--- src/rtl/crc8_checked_command_packet_receiver_unit_defines.svh ---
// ----------------------------------------------------------------------------
// crc8 command packet receiver: assertion macros
// concurrent checks that can be compiled out by defining ASSERT_OFF
// ----------------------------------------------------------------------------
`ifndef CRC8_CHECKED_COMMAND_PACKET_RECEIVER_UNIT_DEFINES_SVH
`define CRC8_CHECKED_COMMAND_PACKET_RECEIVER_UNIT_DEFINES_SVH

`ifndef ASSERT_OFF

// antecedent implies consequent in the same cycle
`define ASSERT_SAME(label, clock, rstn, ante, cons) \
	label: assert property (@(posedge clock) disable iff (!(rstn)) (ante) |-> (cons)) \
		else $error("assertion failed");

// antecedent implies consequent in the following cycle
`define ASSERT_NEXT(label, clock, rstn, ante, cons) \
	label: assert property (@(posedge clock) disable iff (!(rstn)) (ante) |=> (cons)) \
		else $error("assertion failed");

`else

`define ASSERT_SAME(label, clock, rstn, ante, cons)
`define ASSERT_NEXT(label, clock, rstn, ante, cons)

`endif

`endif

--- src/rtl/crc8cpr_pkg.sv ---
// ----------------------------------------------------------------------------
// crc8cpr_pkg
// types, constants and the crc-8 step shared by the packet receiver
// ----------------------------------------------------------------------------
`default_nettype none

package crc8cpr_pkg;

	localparam logic [7:0] CRC_POLY   = 8'h07;
	localparam logic [7:0] CRC_INIT   = 8'h00;
	localparam logic [3:0] PAYLOAD_LEN = 4'd8;
	localparam logic [3:0] CHECK_POS  = 4'd8;   // position of the check byte
	localparam logic [3:0] COUNT_MAX  = 4'd15;

	typedef enum logic [1:0] {
		STATUS_OK      = 2'd0,
		STATUS_CRC_ERR = 2'd1,
		STATUS_LEN_ERR = 2'd2
	} status_t;

	// msb-first crc-8 over one byte, unrolled bit by bit
	function automatic logic [7:0] crc8_byte(input logic [7:0] crc, input logic [7:0] b);
		logic [7:0] v;
		v = crc ^ b;
		for (int k = 0; k < 8; k++) begin
			if (v[7]) begin
				v = {v[6:0], 1'b0} ^ CRC_POLY;
			end else begin
				v = {v[6:0], 1'b0};
			end
		end
		return v;
	endfunction

endpackage

`default_nettype wire

--- src/rtl/crc8_checked_command_packet_receiver_unit.sv ---
// ----------------------------------------------------------------------------
// crc8_checked_command_packet_receiver_unit
// assembles 9-byte command packets (two little-endian words and a crc-8 byte)
// ----------------------------------------------------------------------------
// Takes one byte per cycle, back to back. Each accepted byte is registered,
// then in the next cycle folded into the running crc and the word being
// assembled; the combinational unrolled crc-8 step sets that rate. A byte
// flagged as last gives one result, held in the result register: status
// 0 with the new words when the check byte matches, status 1 with both words
// zeroed on a crc mismatch, status 2 with the words unchanged for any length
// other than nine. Other bytes give no result. Input is held back only while
// a final byte waits behind a result that has not been taken.
`default_nettype none

`include "crc8_checked_command_packet_receiver_unit_defines.svh"

module crc8_checked_command_packet_receiver_unit
	import crc8cpr_pkg::*;
(
	input  wire logic        clk,
	input  wire logic        arst_n,
	input  wire logic        data_valid,
	output logic             data_ready,
	input  wire logic [7:0]  data_byte,
	input  wire logic        last_byte,
	output logic             result_valid,
	input  wire logic        result_ready,
	output logic [1:0]       status,
	output logic [31:0]      turn_rate_bits,
	output logic [31:0]      forward_speed_bits
);

	// input register
	logic        valid_s1;
	logic [7:0]  byte_s1;
	logic        last_s1;

	// packet state
	logic [3:0]  byte_count_q;
	logic [7:0]  crc_q;
	logic [31:0] first_word_q;
	logic [31:0] second_word_q;
	logic [31:0] held_turn_q;
	logic [31:0] held_speed_q;

	// result register
	logic        out_valid_q;
	status_t     out_status_q;
	logic [31:0] out_turn_q;
	logic [31:0] out_speed_q;

	logic        s1_fire;
	logic        in_fire;
	logic        end_fire;
	logic        len_ok;
	logic        crc_ok;
	logic [31:0] lane_word;
	logic [7:0]  crc_next;
	status_t     status_next;
	logic [31:0] turn_next;
	logic [31:0] speed_next;

	// a final byte needs a free result slot, other bytes never wait
	assign s1_fire    = valid_s1 && (!last_s1 || !out_valid_q || result_ready);
	assign data_ready = !valid_s1 || s1_fire;
	assign in_fire    = data_valid && data_ready;
	assign end_fire   = s1_fire && last_s1;

	assign lane_word = {24'd0, byte_s1} << {byte_count_q[1:0], 3'b000};
	assign crc_next  = crc8_byte(crc_q, byte_s1);
	assign len_ok    = (byte_count_q == CHECK_POS);
	assign crc_ok    = (byte_s1 == crc_q);

	always_comb begin
		priority if (len_ok && crc_ok) begin
			status_next = STATUS_OK;
			turn_next   = first_word_q;
			speed_next  = second_word_q;
		end else if (len_ok) begin
			status_next = STATUS_CRC_ERR;
			turn_next   = '0;
			speed_next  = '0;
		end else begin
			status_next = STATUS_LEN_ERR;
			turn_next   = held_turn_q;
			speed_next  = held_speed_q;
		end
	end

	always_ff @(posedge clk or negedge arst_n) begin
		if (!arst_n) begin
			valid_s1 <= 1'b0;
		end else if (data_ready) begin
			valid_s1 <= data_valid;
		end
	end

	always_ff @(posedge clk) begin
		if (in_fire) begin
			byte_s1 <= data_byte;
			last_s1 <= last_byte;
		end
	end

	always_ff @(posedge clk or negedge arst_n) begin
		if (!arst_n) begin
			byte_count_q  <= '0;
			crc_q         <= CRC_INIT;
			first_word_q  <= '0;
			second_word_q <= '0;
			held_turn_q   <= '0;
			held_speed_q  <= '0;
		end else if (s1_fire) begin
			if (last_s1) begin
				byte_count_q  <= '0;
				crc_q         <= CRC_INIT;
				first_word_q  <= '0;
				second_word_q <= '0;
				held_turn_q   <= turn_next;
				held_speed_q  <= speed_next;
			end else begin
				if (byte_count_q < PAYLOAD_LEN) begin
					crc_q <= crc_next;
					if (!byte_count_q[2]) begin
						first_word_q <= first_word_q | lane_word;
					end else begin
						second_word_q <= second_word_q | lane_word;
					end
				end
				if (byte_count_q != COUNT_MAX) begin
					byte_count_q <= byte_count_q + 4'd1;
				end
			end
		end
	end

	always_ff @(posedge clk or negedge arst_n) begin
		if (!arst_n) begin
			out_valid_q <= 1'b0;
		end else if (end_fire) begin
			out_valid_q <= 1'b1;
		end else if (result_ready) begin
			out_valid_q <= 1'b0;
		end
	end

	always_ff @(posedge clk) begin
		if (end_fire) begin
			out_status_q <= status_next;
			out_turn_q   <= turn_next;
			out_speed_q  <= speed_next;
		end
	end

	assign result_valid       = out_valid_q;
	assign status             = out_status_q;
	assign turn_rate_bits     = out_turn_q;
	assign forward_speed_bits = out_speed_q;

	`ASSERT_NEXT(a_end_clears_count, clk, arst_n, end_fire, byte_count_q == 4'd0)
	`ASSERT_NEXT(a_mismatch_zeroes, clk, arst_n, end_fire && len_ok && !crc_ok,
		held_turn_q == 32'd0 && held_speed_q == 32'd0)
	`ASSERT_SAME(a_stall_cause, clk, arst_n, !data_ready,
		valid_s1 && last_s1 && out_valid_q && !result_ready)
	`ASSERT_NEXT(a_result_follows_end, clk, arst_n, end_fire, out_valid_q)

endmodule

`default_nettype wire
--- config.mk ---
export PLATFORM = sky130hd
export DESIGN_NAME = crc8_checked_command_packet_receiver_unit
export DESIGN_NICKNAME = d
export VERILOG_FILES = /design/src/rtl/crc8cpr_pkg.sv /design/src/rtl/crc8_checked_command_packet_receiver_unit.sv
export VERILOG_INCLUDE_DIRS = /design/src /design/src/rtl
export SDC_FILE = /design/constraint.sdc
export NUM_CORES = 1
export LEC_CHECK = 0
export BUFFER_PORTS_ARGS = -buffer_cell sky130_fd_sc_hd__buf_2
export CORE_AREA = 2 2 179 181
export DETAILED_ROUTE_END_ITERATION = 6
export DIE_AREA = 0 0 181 183
export PLACE_DENSITY = 0.46
export SLEW_MARGIN = 20
export SYNTH_ARGS = -nofsm -noshare
export SYNTH_HDL_FRONTEND = slang
export SYNTH_SLANG_ARGS = --single-unit
--- constraint.sdc ---
create_clock -name clk -period 3.81 [get_ports clk]
set_input_delay 0.5715 -clock clk [delete_from_list [all_inputs] [get_ports clk]]
set_output_delay 0.5715 -clock clk [all_outputs]
set_load 0.05 [all_outputs]
==> flow_metrics.py, run 1 <==
metrics = {
    "detailed_routing": {
        "drt_iter0_markers": 340,
        "drc_errors": 0,
        "wl_per_cell_um": 15.6,
        "via_per_inst": 4.40,
        "ant_nets": 0,
        "vias": 5731,
        "routed_wl_um": 20300,
        "first_pass_iters": 6,
    },
    "clock_tree": {
        "cts_resized": 0,
        "h-tree-depth": 1,
        "cts.path.max_buffers": 3,
        "clk_pin_slew_ns": 0.06,
        "cts_root_buf": "clkbuf_16",
        "cts_buffers": 26,
        "clk_latency_ns": 0.53,
        "clock-sinks": 217,
        "post-cts-setup-buffers": 0,
        "cts_tree": "built",
        "hold_buffers": 0,
    },
    "synth": {
        "syn_area_um2": 9290,
        "synth-main-ff-cell": "dfrtp_1",
        "yosysWarnings": 0,
        "async_flop_share": 0.654,
        "syn_nets": 834,
        "ys_seq_elements": 217,
        "netlist_instances": 816,
        "syn_avg_cell_area_um2": 11.4,
        "yosysUniqueCellTypes": 45,
        "synth_edf_count": 75,
        "ys_seq_area_frac": 0.625,
    },
    "global_route": {
        "antenna_found_initial": 0,
        "grtUsageTotal": 0.124,
        "grt_pass1_wl_um": 32700,
        "grt_overflow_total": 0,
        "grt_pass1_vias": 5831,
        "grt_max_degree": 97,
    },
    "finish": {
        "antenna_cells": 0,
        "regArea_um2": 5810,
        "num-nets-final": 898,
        "multi_input_comb_area_um2": 3110,
        "nFillCells": 3192,
        "final_util": 0.347,
        "syn2layout_area_growth_pct": 16.5,
        "drive_above_1_share": 0.233,
    },
    "timing": {
        "hold_viol_final": 0,
        "finClkSkew_ns": 0.0167,
        "max_freq_ghz": 0.321,
        "rsz0062_at_grt": "false",
        "slew_headroom": 0.311,
        "fin_crit_sh": 0.817,
        "setup_viol": 0,
        "slew_viol_final": 0,
        "worstMarginPinSlew_ns": 1.03,
        "tns_ns": 0,
        "period_minus_slack_ns": 3.11,
    },
    "floorplanning": {
        "die_area_um2": 33100,
        "die_height_um": 183,
        "initial_core_util": 0.298,
        "top_level_ports": 81,
        "row_count": 65,
        "die_x_um": 181,
        "core-area_um2": 31200,
    },
    "placement": {
        "globalplace.congestion": 0.728,
        "dpl.hpwl_um": 12200,
        "portBuffers": 80,
    },
    "job": {
        "cap_viol_max_count": 0,
    },
    "worst_setup_path": {
        "startpoint_type": "flip-flop",
        "worstPathArrival_ns": 3.55,
        "worstSetupEndpointType": "flip-flop",
        "cp_max_fo": 89,
        "cp.required_ns": 4.25,
        "worstSetupPathType": "reg -> reg",
    },
    "worst_hold_path": {
        "min_path_type": "in -> async",
    },
    "power_and_ir_drop": {
        "ir_drop_mv": 0.327,
        "powerDensity_nw_per_um2": 615,
        "p_leak_uw": 0.00493,
    },
    "status": {
        "status": "finished, final reports clean",
    },
}
layout make-up:
class / instances / share of cell area
sequential: 217 / 0.536
multi-input combinational: 539 / 0.287
clock buffer: 39 / 0.0692
timing repair buffer: 90 / 0.0468
tap: 402 / 0.0464
clock inverter: 9 / 0.0122
inverter: 6 / 0.00208
critical path, stage by stage, from the launching register on:
cell and delay [ns]:
dfrtp_1 0.54, inv_1 0.16, ha_1 0.26, nand3b_4 0.33
or3b_4 0.87, buf_4 0.60, nand2_1 0.13, o21ai_2 0.07
synthesized netlist by cell type, types with 6 or more instances:
| master | count | share of area |
|---|---|---|
| buf_6 | 13 | 0.016 |
| dfrtp_1 | 142 | 0.38 |
| nand2b_1 | 8 | 0.0054 |
| nand2_4 | 20 | 0.024 |
| clkbuf_1 | 14 | 0.0057 |
| buf_2 | 16 | 0.0086 |
| inv_1 | 6 | 0.0024 |
| o21ai_1 | 76 | 0.041 |
| o21ai_0 | 15 | 0.0081 |
| a21oi_1 | 66 | 0.036 |
| xnor2_1 | 8 | 0.0075 |
| edfxtp_1 | 75 | 0.24 |
| o21ai_2 | 40 | 0.038 |
| nand2_1 | 182 | 0.074 |
| nor2_1 | 72 | 0.029 |
flip-flops by register name, summed over array words and instances (netlist names), 4 cells and up:
register / cells
first_word_q: 32
forward_speed_bits: 32
held_speed_q: 32
held_turn_q: 32
second_word_q: 32
turn_rate_bits: 32
byte_s1: 8
crc_q: 8
byte_count_q: 4
logic make-up after synthesis:
logic type      synth area share
simple gates               0.162
fa+ha+maj                0.00673
xor+xnor                  0.0295
compound gates             0.135
buf+inv                   0.0421
flops                      0.625
worst paths after layout:
path                             startpoint               end  cells after the start  slack [ns]
max                         byte_count_q[0]   held_speed_q[8]                      7        0.70
min in group clk               data_byte[6]        byte_s1[6]                      1        0.23
max reg2reg                 byte_count_q[0]   held_speed_q[8]                      7        0.70
min                                  arst_n  held_speed_q[15]                      1        0.11
min reg2reg                held_speed_q[21]  held_speed_q[21]                      2        0.48
max in group asynchronous            arst_n          crc_q[0]                      2        2.91
placed cells by master, fill, tap and decap left out, drive strengths merged:
| cell | netlist | final |
|---|---|---|
| nand2 | 202 | 202 |
| dfrtp | 142 | 142 |
| o21ai | 131 | 131 |
| buf | 39 | 90 |
| edfxtp | 75 | 75 |
| nor2 | 72 | 72 |
| a21oi | 66 | 66 |
| clkbuf | 15 | 39 |
| xnor2 | 11 | 11 |
| nand2b | 8 | 8 |
| inv | 6 | 6 |
| nor3 | 5 | 5 |
| ha | 5 | 5 |
| clkinv | 0 | 5 |
| xnor3 | 4 | 4 |
| o21bai | 3 | 3 |
| nor4 | 3 | 3 |
| bufinv | 0 | 3 |
| xor2 | 3 | 3 |
| and3 | 3 | 3 |
| nand3b | 3 | 3 |
| or3b | 3 | 3 |
| a31oi | 2 | 2 |
| a21bo | 2 | 2 |
| o31ai | 2 | 2 |
| nor2b | 2 | 2 |
| a2bb2oi | 2 | 2 |
| and3b | 1 | 1 |
| and2 | 1 | 1 |
| a32o | 1 | 1 |
| a21o | 1 | 1 |
| xor3 | 1 | 1 |
| nand4 | 1 | 1 |
| o21a | 1 | 1 |
| clkinvlp | 0 | 1 |
layer usage:
metal  global-route usage  wire, µm  vias to the layer above
li1                     -         -                     2925
met5                    0         0                        -
met3               0.0226       769                       26
met1                0.174     10100                     2694
met4               0.0296       356                        0
met2                0.202      9110                       86
metrics by stage:
stage	instances	total power, µW	setup slack [ns]	hold WS [ns]	instance area, µm²
CTS	1302	6760	0.662	0.138	10800
floorplan	816	3940	0.433	0.276	9290
finish	1302	6660	0.698	0.105	10800
global route	1302	7030	0.408	0.166	10800
global placement	1254	4190	0.690	0.462	9950
detailed placement	1254	4210	0.676	0.464	9950
power breakdown:
group          total (µW)  switching (µW)  internal [µW]
logic                1140             665            477
clock network        2510             949           1560
registers            3010             221           2780
total                6660            1830           4820
(Power assumes the default switching activity.)
==> run 2: changes to the inputs <==
- clock period: 3.81 -> 3 ns (I/O delays scaled with it)
==> run 2 against run 1 <==
Clock power up 16%. Register-to-register slack about the same. Power rose by 23%. Cell area rose by 0.14%. Sequential power increased by 26%. Wire length fell by 0.45%. Via count grew 2.7%. Worst hold slack improved by 0.012 ns. Flip-flop and latch count stayed put. Sequential share of layout area shrank 0.074 points. Clock-buffer cell count is 2 lower. Setup slack worse by 0.29 ns. Largest power group unchanged.
==> flow_metrics.py, run 2 (same netlist as run 1, synthesis figures left out) <==
metrics = {
    "placement": {
        "dpl.hpwl_um": 12400,
        "globalplace.congestion": 0.768,
        "place_area_um2": 10100,
        "portBuffers": 80,
        "preCtsSetupSlack_ns": 0.581,
    },
    "power_and_ir_drop": {
        "powerDensity_nw_per_um2": 756,
        "p_leak_uw": 0.00495,
        "ir_drop_mv": 0.348,
    },
    "floorplanning": {
        "core-area_um2": 31200,
        "die_area_um2": 33100,
        "initial_core_util": 0.298,
        "die_x_um": 181,
        "top_level_ports": 81,
        "die_height_um": 183,
        "row_count": 65,
    },
    "timing": {
        "slew_headroom": 0.433,
        "tns_ns": 0,
        "fin_crit_sh": 0.865,
        "rsz0062_at_grt": "false",
        "max_freq_ghz": 0.385,
        "period_minus_slack_ns": 2.60,
        "setup_viol": 0,
        "finClkSkew_ns": 0.0110,
        "hold_viol_final": 0,
        "slew_viol_final": 0,
        "worstMarginPinSlew_ns": 0.851,
        "fin_ws_ns": 0.404,
    },
    "worst_setup_path": {
        "path_cells": "and3b_2, nand2_1, buf_2",
        "slowest_delay_ns": 0.57,
        "startpoint_type": "flip-flop",
        "critical-path-top-delay-family": "simple AND/OR/NAND/NOR gates",
        "cp_max_fo": 12,
        "worstSetupEndpointType": "output port",
        "worstPathArrival_ns": 2.15,
        "cpMaxStageDelayCell": "and3b_2",
        "crit_buf_inv": 1,
        "cp.required_ns": 2.55,
        "worstSetupPathType": "reg -> out",
    },
    "clock_tree": {
        "cts.path.max_buffers": 3,
        "cts_tree": "built",
        "clock-sinks": 217,
        "cts_buffers": 25,
        "post-cts-setup-buffers": 0,
        "cts_root_buf": "clkbuf_16",
        "cts_resized": 0,
        "clk_pin_slew_ns": 0.05,
        "clk_latency_ns": 0.51,
        "h-tree-depth": 1,
    },
    "detailed_routing": {
        "routed_wl_um": 20200,
        "first_pass_iters": 4,
        "wl_per_cell_um": 15.4,
        "ant_nets": 0,
        "vias": 5887,
        "drc_errors": 0,
        "drt_iter0_markers": 362,
        "via_per_inst": 4.49,
    },
    "finish": {
        "final_common_cell": "nand2_1",
        "drive_above_1_share": 0.238,
        "num-nets-final": 909,
        "fin_area_um2": 10800,
        "layout_common_cells": "182 x nand2_1, 142 x dfrtp_1, 79 x buf_2",
        "syn2layout_area_growth_pct": 16.7,
        "antenna_cells": 0,
    },
    "global_route": {
        "grt_pass1_vias": 5893,
        "grt_max_degree": 131,
        "grt_pass1_wl_um": 33200,
        "grtUsageTotal": 0.126,
        "antenna_found_initial": 0,
        "grt_overflow_total": 0,
    },
    "worst_hold_path": {
        "min_path_type": "in -> reg",
    },
    "status": {
        "status": "finished, final reports clean",
    },
    "job": {
        "cap_viol_max_count": 0,
    },
}
-- run 2: changes by cell type in the layout (fill, tap and decap cells not counted), moves of 2 or more --
cell,change
clkbuf_1,+2
clkbuf_8,-3
buf_4,+9
clkinv_2,+2
buf_12,+2
-- run 2: report_power, final --
group	switching [µW]	internal [µW]	total, µW
clock network	1160	1760	2910
logic	877	625	1500
registers	250	3540	3790
total	2280	5920	8200
-- run 2: final cells by class --
type	count	area, µm²
Fill cell	3134	20400
Sequential cell	217	5810
Multi-Input combinational cell	539	3110
Clock buffer	37	691
Timing Repair Buffer	102	624
Tap cell	402	503
Clock inverter	8	88.8
Inverter	6	22.5
-- run 2: worst paths after layout --
path                       slack (ns)  cells after the start        startpoint           endpoint
setup reg to reg                 0.70                      5           last_s1    held_turn_q[14]
min in group asynchronous        0.45                      2            arst_n  second_word_q[10]
hold reg to reg                  0.48                      2  held_speed_q[11]   held_speed_q[11]
setup / recovery                 0.40                      3           last_s1         data_ready
max in group asynchronous        1.85                      3            arst_n   first_word_q[18]
hold / removal                   0.12                      1         last_byte            last_s1
-- run 2: layer usage --
| layer | routed length [µm] | GRT usage | up-vias |
|---|---|---|---|
| li1 | - | - | 2949 |
| met1 | 9930 | 0.181 | 2821 |
| met2 | 9260 | 0.199 | 89 |
| met3 | 675 | 0.0179 | 28 |
| met4 | 360 | 0.0341 | 0 |
| met5 | 0 | 0 | - |
-- run 2: timing repair --
item | 4_1_cts | 5_1_grt
hold buffers | 1 | 0
hold endpoints to repair | 39 | 0
setup endpoints to repair | 0 | 0
-- run 2: stage by stage --
| step | cells | util | hold slack, ns | power (µW) |
|---|---|---|---|---|
| final | 1311 | 0.347 | 0.117 | 8200 |
| after CTS | 1311 | 0.347 | 0.0927 | 8340 |
| after floorplan | 816 | - | 0.154 | 5000 |
| after global routing | 1311 | 0.347 | 0.0957 | 8670 |
| after global placement | 1265 | 0.322 | 0.419 | 5350 |
| after detailed placement | 1265 | 0.322 | 0.420 | 5370 |
